$ cat config.mk
export PLATFORM = sky130hd
export DESIGN_NAME = min_cost_permutation_search
export DESIGN_NICKNAME = d
export VERILOG_FILES = /design/src/design/mcps_pkg.sv /design/src/design/mcps_next_perm.sv /design/src/design/mcps_cost_acc.sv /design/src/design/min_cost_permutation_search.sv
export SDC_FILE = /design/constraint.sdc
export NUM_CORES = 2
export LEC_CHECK = 0
export ABC_AREA = 0
export BUFFER_PORTS_ARGS = -buffer_cell sky130_fd_sc_hd__buf_2
export CAP_MARGIN = 25
export CORE_UTILIZATION = 50
export DETAILED_ROUTE_END_ITERATION = 10
export HOLD_SLACK_MARGIN = 0.06
export PLACE_DENSITY = 0.68
export SLEW_MARGIN = 10
export SYNTH_ARGS = -nofsm -noshare
export SYNTH_HDL_FRONTEND = slang
export SYNTH_SLANG_ARGS = --single-unit
$ cat constraint.sdc
create_clock -name aclk -period 8.41 [get_ports aclk]
set_input_delay 0.4205 -clock aclk [delete_from_list [all_inputs] [get_ports aclk]]
set_output_delay 0.4205 -clock aclk [all_outputs]
set_load 0.03 [all_outputs]
$ cat src/design/mcps_pkg.sv
// Shared constants and types for the min-cost permutation search block.
`default_nettype none

package mcps_pkg;

    localparam int MAX_K_DEF  = 8;
    localparam int COST_W     = 32;
    localparam int SUM_W      = 35;
    localparam int KREG_W     = 4;
    localparam int FIELD_IDX_W = 3;
    localparam int CFG_ADDR_W = 1;
    localparam int CFG_DATA_W = 35;
    localparam int OUT_TDATA_W = 48;

    localparam logic [CFG_ADDR_W-1:0] REG_NUM_CLUSTERS = 1'd0;
    localparam logic [CFG_ADDR_W-1:0] REG_COST_CEILING = 1'd1;

    localparam logic [KREG_W-1:0]       K_RESET    = 4'd3;
    localparam logic signed [SUM_W-1:0] CEIL_RESET = 35'sd6553600;

    // Controls from the sequencer to the cost store and accumulator.
    typedef struct packed {
        logic wr_en;
        logic rd_en;
        logic acc_clr;
    } acc_ctrl_t;

endpackage

`default_nettype wire

$ cat src/design/mcps_next_perm.sv
// Next lexicographic permutation of the first K positions.
`default_nettype none

module mcps_next_perm #(
    parameter int MAX_K = 8,
    parameter int IDX_W = $clog2(MAX_K),
    parameter int KW    = $clog2(MAX_K + 1)
) (
    input  wire logic [MAX_K-1:0][IDX_W-1:0] perm_i,
    input  wire logic [KW-1:0]               k_i,
    output logic      [MAX_K-1:0][IDX_W-1:0] perm_o,
    output logic                             has_next_o
);

    always_comb begin
        logic [IDX_W-1:0]             pivot;
        logic [IDX_W-1:0]             pivot_m1;
        logic [IDX_W-1:0]             swp;
        logic [IDX_W-1:0]             pv;
        logic [KW:0]                  src;
        logic [MAX_K-1:0][IDX_W-1:0]  q;

        // Pivot: last position i with p[i-1] < p[i].
        pivot = '0;
        for (int i = 1; i < MAX_K; i++) begin
            if (KW'(i) < k_i && perm_i[i-1] < perm_i[i]) begin
                pivot = IDX_W'(i);
            end
        end
        has_next_o = (pivot != '0);
        pivot_m1   = pivot - 1'b1;
        pv         = perm_i[pivot_m1];

        // Successor: last position at or after the pivot holding a larger value.
        swp = pivot;
        for (int j = 1; j < MAX_K; j++) begin
            if (KW'(j) < k_i && IDX_W'(j) >= pivot && perm_i[j] > pv) begin
                swp = IDX_W'(j);
            end
        end

        q           = perm_i;
        q[pivot_m1] = perm_i[swp];
        q[swp]      = pv;

        // Reverse the tail from the pivot to K-1.
        perm_o = q;
        for (int x = 0; x < MAX_K; x++) begin
            src = (KW+1)'(k_i) + (KW+1)'(pivot) - (KW+1)'(x) - 1'b1;
            if (IDX_W'(x) >= pivot && KW'(x) < k_i) begin
                perm_o[x] = q[src[IDX_W-1:0]];
            end
        end
    end

endmodule

`default_nettype wire

$ cat src/design/mcps_cost_acc.sv
// Cost matrix store with registered read and the shared Q16.16 accumulator.
`default_nettype none

module mcps_cost_acc #(
    parameter int MAX_K  = 8,
    parameter int ADDR_W = $clog2(MAX_K * MAX_K)
) (
    input  wire logic                            aclk,
    input  wire logic                            aresetn,
    input  wire mcps_pkg::acc_ctrl_t             ctrl_i,
    input  wire logic [ADDR_W-1:0]               wr_addr_i,
    input  wire logic [mcps_pkg::COST_W-1:0]     wr_data_i,
    input  wire logic [ADDR_W-1:0]               rd_addr_i,
    output logic                                 rd_valid_o,
    output logic signed [mcps_pkg::SUM_W-1:0]    sum_o
);
    import mcps_pkg::*;

    localparam int DEPTH = MAX_K * MAX_K;

    logic [COST_W-1:0]       mem [DEPTH];
    logic [COST_W-1:0]       rdata_reg;
    logic                    rd_valid_reg;
    logic signed [SUM_W-1:0] acc_reg;
    logic signed [SUM_W-1:0] acc_next;
    logic signed [SUM_W-1:0] entry;

    always_ff @(posedge aclk) begin
        if (ctrl_i.wr_en) begin
            mem[wr_addr_i] <= wr_data_i;
        end
        if (ctrl_i.rd_en) begin
            rdata_reg <= mem[rd_addr_i];
        end
    end

    always_ff @(posedge aclk) begin
        if (!aresetn) begin
            rd_valid_reg <= 1'b0;
        end else begin
            rd_valid_reg <= ctrl_i.rd_en;
        end
    end

    assign entry    = rd_valid_reg ? SUM_W'(signed'(rdata_reg)) : '0;
    assign acc_next = acc_reg + entry;

    always_ff @(posedge aclk) begin
        if (ctrl_i.acc_clr) begin
            acc_reg <= '0;
        end else begin
            acc_reg <= acc_next;
        end
    end

    assign rd_valid_o = rd_valid_reg;
    assign sum_o      = acc_next;

endmodule

`default_nettype wire

$ cat src/design/min_cost_permutation_search.sv
// Top level: brute-force minimum-cost assignment search over a K-by-K matrix.
//
// Usage:
//  - Set K with register num_clusters (index 0, clamped to 2..MAX_K) and the
//    starting best sum with cost_ceiling (index 1, signed Q16.16) through the
//    cfg_* write port, only while the block is idle. Writing K restarts a load.
//  - Stream the K*K cost entries row-major on s_*; s_tready is high only while
//    loading, one entry per cycle.
//  - After the last entry the block walks every permutation in lexicographic
//    order. Each permutation takes K reads of the cost store through one
//    shared adder, then one compare and permutation step.
//  - It then emits K results on m_*, rows 0..K-1, m_tlast on row K-1,
//    m_tuser = found. A stalled receiver holds the current row; the next load
//    starts after the last row is taken.
//  - Reset (aresetn low, synchronous) returns to loading with K = 3 and a
//    ceiling of 100.0; store contents are not cleared.
`default_nettype none

module min_cost_permutation_search #(
    parameter int MAX_K = mcps_pkg::MAX_K_DEF
) (
    input  wire logic                                aclk,
    input  wire logic                                aresetn,
    // tdata: cost[31:0]
    input  wire logic [mcps_pkg::COST_W-1:0]         s_tdata,
    input  wire logic                                s_tvalid,
    output logic                                     s_tready,
    // tdata: row[2:0], assigned_col[5:3], best_cost[40:6], zero fill [47:41]
    output logic [mcps_pkg::OUT_TDATA_W-1:0]         m_tdata,
    // tuser: found[0]
    output logic                                     m_tuser,
    output logic                                     m_tlast,
    output logic                                     m_tvalid,
    input  wire logic                                m_tready,
    input  wire logic                                cfg_wr_en,
    input  wire logic [mcps_pkg::CFG_ADDR_W-1:0]     cfg_addr,
    input  wire logic [mcps_pkg::CFG_DATA_W-1:0]     cfg_wr_data
);
    import mcps_pkg::*;

    localparam int IDX_W  = $clog2(MAX_K);
    localparam int KW     = $clog2(MAX_K + 1);
    localparam int ADDR_W = $clog2(MAX_K * MAX_K);

    typedef enum logic [4:0] {
        ST_LOAD = 5'b00001,
        ST_INIT = 5'b00010,
        ST_SUM  = 5'b00100,
        ST_CMP  = 5'b01000,
        ST_OUT  = 5'b10000
    } state_t;

    typedef logic [MAX_K-1:0][IDX_W-1:0] perm_t;

    state_t                  state_reg, state_next;
    logic [KREG_W-1:0]       num_clusters_reg, num_clusters_next;
    logic signed [SUM_W-1:0] ceiling_reg, ceiling_next;
    logic [ADDR_W-1:0]       load_cnt_reg, load_cnt_next;
    logic [IDX_W-1:0]        row_reg, row_next;
    logic [ADDR_W-1:0]       base_reg, base_next;
    perm_t                   perm_reg, perm_next;
    perm_t                   best_perm_reg, best_perm_next;
    logic signed [SUM_W-1:0] best_sum_reg, best_sum_next;
    logic                    found_reg, found_next;

    logic [KW-1:0]           k_eff;
    logic [2*KW-1:0]         k_sq;
    logic [ADDR_W-1:0]       total_m1;
    logic [IDX_W-1:0]        k_m1;
    perm_t                   perm_step;
    perm_t                   perm_ident;
    logic                    has_next;
    acc_ctrl_t               acc_ctrl;
    logic [ADDR_W-1:0]       rd_addr;
    logic                    rd_valid;
    logic signed [SUM_W-1:0] perm_sum;
    logic                    in_req;

    // Clamp K into the supported range.
    always_comb begin
        if (num_clusters_reg < KREG_W'(2)) begin
            k_eff = KW'(2);
        end else if (num_clusters_reg > KREG_W'(MAX_K)) begin
            k_eff = KW'(MAX_K);
        end else begin
            k_eff = KW'(num_clusters_reg);
        end
    end

    assign k_sq     = (2*KW)'(k_eff) * (2*KW)'(k_eff);
    assign total_m1 = ADDR_W'(k_sq - 1'b1);
    assign k_m1     = IDX_W'(k_eff - 1'b1);

    always_comb begin
        for (int r = 0; r < MAX_K; r++) begin
            perm_ident[r] = IDX_W'(r);
        end
    end

    assign in_req  = s_tvalid && s_tready;
    assign rd_addr = base_reg + ADDR_W'(perm_reg[row_reg]);

    mcps_next_perm #(
        .MAX_K (MAX_K),
        .IDX_W (IDX_W),
        .KW    (KW)
    ) u_next_perm (
        .perm_i     (perm_reg),
        .k_i        (k_eff),
        .perm_o     (perm_step),
        .has_next_o (has_next)
    );

    mcps_cost_acc #(
        .MAX_K  (MAX_K),
        .ADDR_W (ADDR_W)
    ) u_cost_acc (
        .aclk       (aclk),
        .aresetn    (aresetn),
        .ctrl_i     (acc_ctrl),
        .wr_addr_i  (load_cnt_reg),
        .wr_data_i  (s_tdata),
        .rd_addr_i  (rd_addr),
        .rd_valid_o (rd_valid),
        .sum_o      (perm_sum)
    );

    // Sequencer: load, initialize, sum K entries, compare and step, emit rows.
    always_comb begin
        state_next        = state_reg;
        num_clusters_next = num_clusters_reg;
        ceiling_next      = ceiling_reg;
        load_cnt_next     = load_cnt_reg;
        row_next          = row_reg;
        base_next         = base_reg;
        perm_next         = perm_reg;
        best_perm_next    = best_perm_reg;
        best_sum_next     = best_sum_reg;
        found_next        = found_reg;
        acc_ctrl          = '0;

        case (state_reg)
            ST_LOAD: begin
                if (in_req) begin
                    acc_ctrl.wr_en = 1'b1;
                    if (load_cnt_reg == total_m1) begin
                        load_cnt_next = '0;
                        state_next    = ST_INIT;
                    end else begin
                        load_cnt_next = load_cnt_reg + 1'b1;
                    end
                end
            end
            ST_INIT: begin
                // Seed the search: identity first, ceiling as the bar to beat.
                perm_next        = perm_ident;
                best_perm_next   = '0;
                best_sum_next    = ceiling_reg;
                found_next       = 1'b0;
                acc_ctrl.acc_clr = 1'b1;
                row_next         = '0;
                base_next        = '0;
                state_next       = ST_SUM;
            end
            ST_SUM: begin
                // Issue one read per row; the adder folds in the previous one.
                acc_ctrl.rd_en = 1'b1;
                if (row_reg == k_m1) begin
                    row_next   = '0;
                    base_next  = '0;
                    state_next = ST_CMP;
                end else begin
                    row_next  = row_reg + 1'b1;
                    base_next = base_reg + ADDR_W'(k_eff);
                end
            end
            ST_CMP: begin
                // Strictly below keeps the earliest permutation on ties.
                if (perm_sum < best_sum_reg) begin
                    best_sum_next  = perm_sum;
                    best_perm_next = perm_reg;
                    found_next     = 1'b1;
                end
                acc_ctrl.acc_clr = 1'b1;
                if (has_next) begin
                    perm_next  = perm_step;
                    state_next = ST_SUM;
                end else begin
                    state_next = ST_OUT;
                end
            end
            ST_OUT: begin
                // Hold the current row until the receiver takes it.
                if (m_tready) begin
                    if (row_reg == k_m1) begin
                        row_next   = '0;
                        state_next = ST_LOAD;
                    end else begin
                        row_next = row_reg + 1'b1;
                    end
                end
            end
            default: begin
                state_next = ST_LOAD;
            end
        endcase

        // Register writes; a new K restarts the load.
        if (cfg_wr_en) begin
            case (cfg_addr)
                REG_NUM_CLUSTERS: begin
                    num_clusters_next = cfg_wr_data[KREG_W-1:0];
                    load_cnt_next     = '0;
                end
                REG_COST_CEILING: begin
                    ceiling_next = signed'(cfg_wr_data[SUM_W-1:0]);
                end
                default: begin
                end
            endcase
        end
    end

    always_ff @(posedge aclk) begin
        if (!aresetn) begin
            state_reg        <= ST_LOAD;
            num_clusters_reg <= K_RESET;
            ceiling_reg      <= CEIL_RESET;
            load_cnt_reg     <= '0;
            row_reg          <= '0;
            base_reg         <= '0;
            perm_reg         <= perm_ident;
            best_perm_reg    <= '0;
            best_sum_reg     <= '0;
            found_reg        <= 1'b0;
        end else begin
            state_reg        <= state_next;
            num_clusters_reg <= num_clusters_next;
            ceiling_reg      <= ceiling_next;
            load_cnt_reg     <= load_cnt_next;
            row_reg          <= row_next;
            base_reg         <= base_next;
            perm_reg         <= perm_next;
            best_perm_reg    <= best_perm_next;
            best_sum_reg     <= best_sum_next;
            found_reg        <= found_next;
        end
    end

    assign s_tready = (state_reg == ST_LOAD);
    assign m_tvalid = (state_reg == ST_OUT);
    assign m_tlast  = (row_reg == k_m1);
    assign m_tuser  = found_reg;
    assign m_tdata  = {
        {(OUT_TDATA_W - SUM_W - 2*FIELD_IDX_W){1'b0}},
        best_sum_reg,
        FIELD_IDX_W'(best_perm_reg[row_reg]),
        FIELD_IDX_W'(row_reg)
    };

    // Loading and result delivery never overlap.
    a_no_overlap: assert property (@(posedge aclk) disable iff (!aresetn)
        !(s_tready && m_tvalid))
        else $error("input and output channels active together");

    // The compare step always sees the last row's read data.
    a_cmp_has_data: assert property (@(posedge aclk) disable iff (!aresetn)
        (state_reg == ST_CMP) |-> rd_valid)
        else $error("compare without final cost read");

    // The final row taken returns the block to loading.
    a_last_returns: assert property (@(posedge aclk) disable iff (!aresetn)
        (m_tvalid && m_tready && m_tlast) |=> s_tready)
        else $error("block did not return to loading after last row");

    // Reported rows stay inside the matrix.
    a_row_range: assert property (@(posedge aclk) disable iff (!aresetn)
        m_tvalid |-> (row_reg <= k_m1))
        else $error("result row beyond K-1");

endmodule

`default_nettype wire
; Word-level counts from Yosys, hierarchy flattened
; Memories as Yosys holds them, arrays and structs flattened. A register that Yosys moved wholly into a read port is not among the register bits.
; Index checks and enable logic that the tools add are counted.
[totals]
register_bits = 179
inputBits = 73
ramBits = 2048
out_inout_bits = 52
n_memories = 1
[classes]
addsub = 23
n_mux = 86
bitwise = 1
magnitude_cmp = 46
n_reduce_logical = 36
n_mul = 1
eq_ne = 14
[memory_table]
columns = name, depth, width, read_ports, rd_ports_with_merged_regs, write_ports, line_no
row1 = u_cost_acc.mem, 64, 32, 1, 1, 1, mcps_cost_acc.sv:21  ; logic [COST_W-1:0] mem [DEPTH];
[op_table]
columns = operator, n
row1 = 3-bit binary-select mux with 3-bit select, 12
row2 = 3-bit 2-to-1 mux, 35
row3 = 24-bit case mux with 2 select lines, 2
row4 = 35-bit 2-to-1 mux, 2
row5 = 35-bit case mux with 2 select lines, 1
row6 = 24-bit bitwise mux, 2
row7 = 24-bit 2-to-1 mux, 2
row8 = 3-bit by 4-bit < comparator with 1-bit output (second input constant), 11
row9 = 6-bit 2-to-1 mux, 6
row10 = 35-bit adder, 1
row11 = 35-bit < comparator, 1
row12 = 5-bit 2-to-1 mux, 6
row13 = 3-bit by 1-bit subtractor with 3-bit output (second input constant), 10
row14 = 1-bit logical AND, 25
row15 = 5-bit case mux with 5 select lines, 1
row16 = 3-bit greater-than comparator, 7
row17 = 3-bit < comparator, 7
row18 = 3-bit demux with 3-bit select, 2
row19 = 3-bit by 4-bit < comparator with 1-bit output (first input constant), 4
row20 = 3-bit greater-or-equal comparator (first input constant), 4
row21 = 6-bit case mux with 2 select lines, 1
row22 = 3-bit subtractor (second input constant), 4
row23 = 2-bit AND reduction, 5
row24 = 3-bit case mux with 3 select lines, 1
row25 = other kinds (33), 55

; Depth between registers and ports, before layout
[logic_depth]
ltp_word = 34
mapped_depth = 37

; Hierarchy
; Synthesis repeated with hierarchy kept, for this count alone.
[unflattened]
hier_cells = 5083
area_unflattened_um2 = 93920.1
[by_module_without_submodules]
columns = module, n_inst, cells_per_inst, area_per_inst_um2, seq_area_each_um2
row1 = mcps_cost_acc, 1, 3566, 82080.0, 63180.6
row2 = min_cost_permutation_search, 1, 855, 7383.3, 2862.7
row3 = mcps_next_perm, 1, 662, 4456.8, 0.0

; Least setup slack after synthesis
; OpenSTA, ideal clock, no wires.
[synth_path]
kind = reg-to-reg
startpoint = register num_clusters_reg[3]
endpoint = register perm_reg[12] (netlist bit)
required_time_ns = 8.288
stages_incl_launch_ff = 34
path_slack_ns = 0.241
arrival_time_ns = 8.048
setup_ns = 0.122
cell_sequence = dfxtp_1 -> clkbuf_1 -> clkbuf_1 -> inv_1 -> o211ai_1 -> inv_1 -> ha_1 -> a21oi_1 -> a211oi_4 -> a211oi_4 -> o21ai_0 -> inv_1 -> ha_1 -> buf_1 -> buf_2 -> xnor2_1 -> or3_1 -> clkbuf_1 -> o22ai_1 -> or4_1 -> clkbuf_1 -> inv_1 -> ha_1 -> inv_1 -> o211a_1 -> o311ai_2 -> o21ai_1 -> a211oi_2 -> mux2_2 -> nor2_1 -> nor3_4 -> a221o_1 -> mux4_2 -> a221o_1
[synth_via]
elab_chain_len = 34
word_cells_on_any_way = 88
cone_classes = add/sub: 4 / order compare: 27 / eq/ne: 1 / mux: 31 / reduce/logical: 25
[synth_lines]
columns = item, line_no
row1 = start: declaration, min_cost_permutation_search.sv:56  ; logic [KREG_W-1:0] num_clusters_reg, num_clusters_next;
row2 = start signal: assignment, min_cost_permutation_search.sv:238  ; num_clusters_reg <= num_clusters_next;
row3 = 4-bit greater-than comparator, min_cost_permutation_search.sv:83  ; end else if (num_clusters_reg > KREG_W'(MAX_K)) begin
row4 = 4-bit 2-to-1 mux, min_cost_permutation_search.sv:83
row5 = 4-bit 2-to-1 mux (*), min_cost_permutation_search.sv:81  ; if (num_clusters_reg < KREG_W'(2)) begin
row6 = 1-bit by 4-bit < comparator with 1-bit output, "mcps_next_perm.sv:26, mcps_next_perm.sv:37"
row7 = 1-bit logical AND, mcps_next_perm.sv:26  ; if (KW'(i) < k_i && perm_i[i-1] < perm_i[i]) begin
row8 = 1-bit 2-to-1 mux, mcps_next_perm.sv:26
row9 = 2-bit 2-to-1 mux (2 in series), mcps_next_perm.sv:26
row10 = 3-bit 2-to-1 mux (4 in series), mcps_next_perm.sv:26
row11 = [... 14 more ...], -
row12 = 3-bit 2-to-1 mux (not written as such), mcps_next_perm.sv:44  ; q[swp] = pv;
row13 = 3-bit demux with 3-bit select, -
row14 = 24-bit bitwise mux, mcps_next_perm.sv:44
row15 = 3-bit binary-select mux with 3-bit select, mcps_next_perm.sv:51  ; perm_o[x] = q[src[IDX_W-1:0]];
row16 = 3-bit 2-to-1 mux (not written as such), mcps_next_perm.sv:51
row17 = 3-bit 2-to-1 mux, mcps_next_perm.sv:50  ; if (IDX_W'(x) >= pivot && KW'(x) < k_i) begin
row18 = 24-bit 2-to-1 mux, min_cost_permutation_search.sv:185  ; if (has_next) begin
row19 = 24-bit case mux with 2 select lines, min_cost_permutation_search.sv:142  ; case (state_reg)
row20 = end signal: assignment, min_cost_permutation_search.sv:232  ; perm_reg <= perm_ident;
row21 = end signal: assignment, min_cost_permutation_search.sv:243  ; perm_reg <= perm_next;
row22 = end: declaration, min_cost_permutation_search.sv:61  ; perm_t perm_reg, perm_next;
; Every way passes the cells marked *; elsewhere a longest branch is shown, timed or not. The select of a mux whose other input is x is not followed.
; A chain may end at the register's enable or synchronous reset.

; Final worst setup path
[layout_path]
startpoint = register u_cost_acc.rd_valid_reg, in the netlist u_cost_acc.rd_valid_o
endpoint = register best_sum_reg[13]
[layout_via]
elab_chain_len = 5
word_cells_on_any_way = 7
cone_classes = add/sub: 1 / order compare: 1 / eq/ne: 1 / mux: 3 / reduce/logical: 1
[layout_lines]
columns = item, line_no
row1 = start: declaration, mcps_cost_acc.sv:23  ; logic rd_valid_reg;
row2 = start signal: assignment, mcps_cost_acc.sv:41  ; rd_valid_reg <= ctrl_i.rd_en;
row3 = 35-bit 2-to-1 mux, mcps_cost_acc.sv:45  ; assign entry = rd_valid_reg ? SUM_W'(signed'(rdata_reg)) : '0;
row4 = 35-bit adder, mcps_cost_acc.sv:46  ; assign acc_next = acc_reg + entry;
row5 = net perm_sum[33], min_cost_permutation_search.sv:76  ; logic signed [SUM_W-1:0] perm_sum;
row6 = 35-bit < comparator, min_cost_permutation_search.sv:179  ; if (perm_sum < best_sum_reg) begin
row7 = 2-bit != test (no source line), -
row8 = 2-bit AND reduction (no source line), -
row9 = end signal: assignment, min_cost_permutation_search.sv:245  ; best_sum_reg <= best_sum_next;
row10 = end: declaration, min_cost_permutation_search.sv:63  ; logic signed [SUM_W-1:0] best_sum_reg, best_sum_next;
; The timed path passes the listed nets, and every way through them passes these cells. The select of a mux whose other input is x is not followed.

==> results.py <==
metrics = {
    "status": {
        "status": "complete, no violations",
    },
    "clock_network": {
        "cts_tree": "yes",
        "cts_buffer_depth": 3,
        "clock_sinks": 2259,
        "cts.htree.levels": 4,
        "numCtsBuffers": 217,
        "clk_latency_ns": 0.84,
        "path_clk_slew_ns": 0.06,
        "cts-root-buf": "clkbuf_16",
    },
    "sta": {
        "fmax_mhz": 127,
        "setup_violations": 0,
        "min_period_over_period": 0.935,
        "hold_slack_ns": 0.122,
        "slew_headroom": 0.285,
        "hold_violations": 0,
        "fin_crit_ns": 7.86,
        "worst_slew_pin_slew_ns": 1.07,
        "finalSetupTns_ns": 0,
        "drv_slew": 0,
        "rsz0062_at_grt": "false",
        "fin_skew_ns": 0.0468,
    },
    "flow_run": {
        "cap_violations": 0,
    },
    "cells_and_area": {
        "instances_no_fill": 7776,
        "fillCellCount": 13311,
        "top_register": "u_cost_acc.mem",
        "layout.nets": 5324,
        "final_util": 0.576,
        "drive_gt1_frac": 0.279,
        "largest_register_ffs": 2048,
        "syn_to_final_growth_pct": 14.0,
    },
    "routing": {
        "drt-wirelength-per-cell_um": 30.3,
        "num_vias": 49098,
        "vias_per_cell": 6.31,
        "drt_first_pass_iters": 6,
        "postRouteAntennaNets": 0,
        "drc_errors": 0,
        "wl_um": 235000,
        "first_iter_violations": 6104,
    },
    "pwr": {
        "power.clock.fraction": 0.364,
        "p_leak_nw": 33.7,
        "p_per_area_mw_per_mm2": 247,
        "p_switching_mw": 6.64,
        "power.total_mw": 26.1,
        "ir_drop_mv": 0.204,
        "p_sw_frac": 0.255,
        "intPower_mw": 19.4,
        "p_comb_frac": 0.157,
        "sequentialPowerShare": 0.479,
    },
    "die": {
        "die_w_um": 433,
        "die_y_um": 433,
        "core_mm2": 0.184,
        "row_count": 157,
        "ios": 125,
        "start_util": 0.505,
        "die_area_mm2": 0.187,
    },
    "grt": {
        "grt_overflow": 0,
        "grt_max_degree": 93,
        "grt_usage": 0.253,
        "antenna_found_initial": 13,
        "grt_pass1_vias": 48547,
        "grt_pass1_wl_um": 340000,
    },
    "critical_path": {
        "rr_worst_depth": 28,
        "path_class": "reg2reg",
        "cp.required_ns": 9.15,
        "crit_slowest_cell": "a2111oi_0",
        "end_kind": "flop",
        "cp-endpoint": "best_sum_reg[13]",
        "max_stage_delay_ns": 0.83,
        "reg2reg_setup_slack_ns": 0.55,
        "cp_max_fo": 32,
        "critPathLaunch": "u_cost_acc.rd_valid_o",
        "cp.arrival_ns": 8.60,
        "cp-start-kind": "flop",
        "r2r_start": "u_cost_acc.rd_valid_o",
        "worstReg2RegEnd": "best_sum_reg[13]",
    },
    "hold_path": {
        "min_from": "s_tdata[1]",
        "hold_path_class": "in2reg",
        "worstHoldPathCells": 1,
    },
    "synth": {
        "syn_area_per_cell_um2": 19.4,
        "yosys_register_bits": 2259,
        "ys_seq_area_frac": 0.712,
        "synth_edf_count": 2080,
        "syn_area_mm2": 0.0927,
        "synth_top_area_frac": 0.674,
        "synth_top_area_cell": "edfxtp_1",
        "yosysWarnings": 0,
        "syn-instance-count": 4781,
        "synthTopCellsByArea": "edfxtp_1, mux4_2, dfxtp_1",
        "synthDistinctLibCells": 101,
        "synthArstFlopShare": 0,
        "synth_flop_cell": "edfxtp_1",
    },
    "placement": {
        "dp_hpwl_um": 135000,
        "gp_congestion": 0.927,
        "dp.cells": 7276,
        "io_buffers": 117,
    },
}
[power by group through the flow]
stage / registers (mW) / clock network (mW) / logic, mW
final: 12.5 / 9.51 / 4.08
after CTS: 12.5 / 9.63 / 4.00
after global routing: 12.5 / 10.1 / 4.34
after floorplan: 12.7 / 0 / 2.58
after global placement: 12.7 / 0 / 3.93
after detailed placement: 12.7 / 0 / 3.97
[critical path: cells and delay by family, from the launching register on]
kind,cells,cell delay [ns]
DFF,1,0.39
AOI/OAI and AO/OA,13,4.00
xor gates and xnor gates,1,0.15
and+or+nand+nor,9,1.77
buffers and inverters,3,0.82
adders and majority gates,2,0.58
[synthesized netlist by cell type, types with 10 or more instances]
library cell	n
edfxtp_1	2080
mux4_2	696
nor2_1	204
nand2_1	202
clkbuf_1	183
dfxtp_1	179
a21oi_1	178
ha_1	122
inv_1	113
buf_1	66
o21ai_0	66
and2_1	60
xnor2_1	45
nand3_1	38
a211oi_1	37
mux2i_1	34
a21o_1	28
nor3_1	27
nor2b_1	25
a31oi_1	23
and3_1	23
xor2_1	20
a311oi_1	19
mux2_2	18
nand2b_1	18
or3_1	15
nand4_1	14
o21a_1	12
o22ai_1	12
o211ai_1	10
o31ai_1	10
or2_2	10
[final cells by class]
class	count	area, um2	share of cell area
diodes	2	5.00	0.0000473
clock buffers	274	5790	0.0548
clock inverters	130	1130	0.0107
inverters	117	440	0.00417
multi-input cells	2143	25800	0.244
flip-flops and latches	2259	66000	0.625
well taps	2464	3080	0.0292
repair buffers	387	3440	0.0325
[cell usage in the layout, fill, tap and decap left out, types with 26 or more instances in the layout]
cell / n
a211oi_1: 36
a21o_1: 28
a21oi_1: 177
and2_1: 60
buf_12: 39
buf_2: 117
buf_4: 156
clkbuf_1: 48
clkbuf_16: 222
clkinv_1: 48
clkinv_2: 45
dfxtp_1: 179
dlygate4sd3_1: 63
edfxtp_1: 2080
ha_1: 121
inv_1: 113
mux2i_1: 34
mux4_2: 696
nand2_1: 202
nand3_1: 37
nor2_1: 139
nor2_4: 64
nor3_1: 26
o21ai_0: 65
xnor2_1: 40
[per-layer routing]
| metal | wire length (um) | GRT usage |
|---|---|---|
| met2 | 111000 | 0.394 |
| met4 | 6520 | 0.0731 |
| met5 | 13 | 0 |
| met3 | 20200 | 0.0443 |
| met1 | 97300 | 0.369 |
[kinds of logic (layout without fill, tap and decap cells)]
| family | count (synthesis) | after routing | share of synthesized area |
|---|---|---|---|
| flip-flops | 2259 | 2259 | 0.712 |
| AND/OR/NAND/NOR | 674 | 674 | 0.0346 |
| other | 2 | 10 | 0.0000810 |
| AO/OA/AOI/OAI | 520 | 520 | 0.0380 |
| multiplexers | 750 | 750 | 0.175 |
| XOR/XNOR | 65 | 65 | 0.00614 |
| buffers and inverters | 385 | 908 | 0.0162 |
| adder cells (fa/ha/maj) | 126 | 126 | 0.0173 |
[metrics by stage]
| step | setup slack (ns) | area, um2 |
|---|---|---|
| 5_1_grt | 0.0509 | 106000 |
| 4_1_cts | 0.377 | 105000 |
| 3_3_place_gp | 0.446 | 97400 |
| 3_5_place_dp | 0.425 | 97500 |
| 2_1_floorplan | 0.241 | 92700 |
| 6_report | 0.549 | 106000 |
[worst min path at each step]
stage                                  endpoint  slack, ns
final                     u_cost_acc.mem[63][1]       0.12
after global routing      u_cost_acc.mem[63][1]       0.09
after CTS                            row_reg[0]       0.07
after detailed placement        ceiling_reg[16]       0.45
after global placement          ceiling_reg[12]       0.45
after floorplan                 ceiling_reg[11]       0.43
[what timing repair did]
item                                    CTS  global route
hold buffers                             40            23
endpoints found under the setup margin    0            20
buffers inserted                          0             0
gates resized for setup                   0             5
hold endpoints to repair                 42           317
Power figures use the tool's default switching activity.
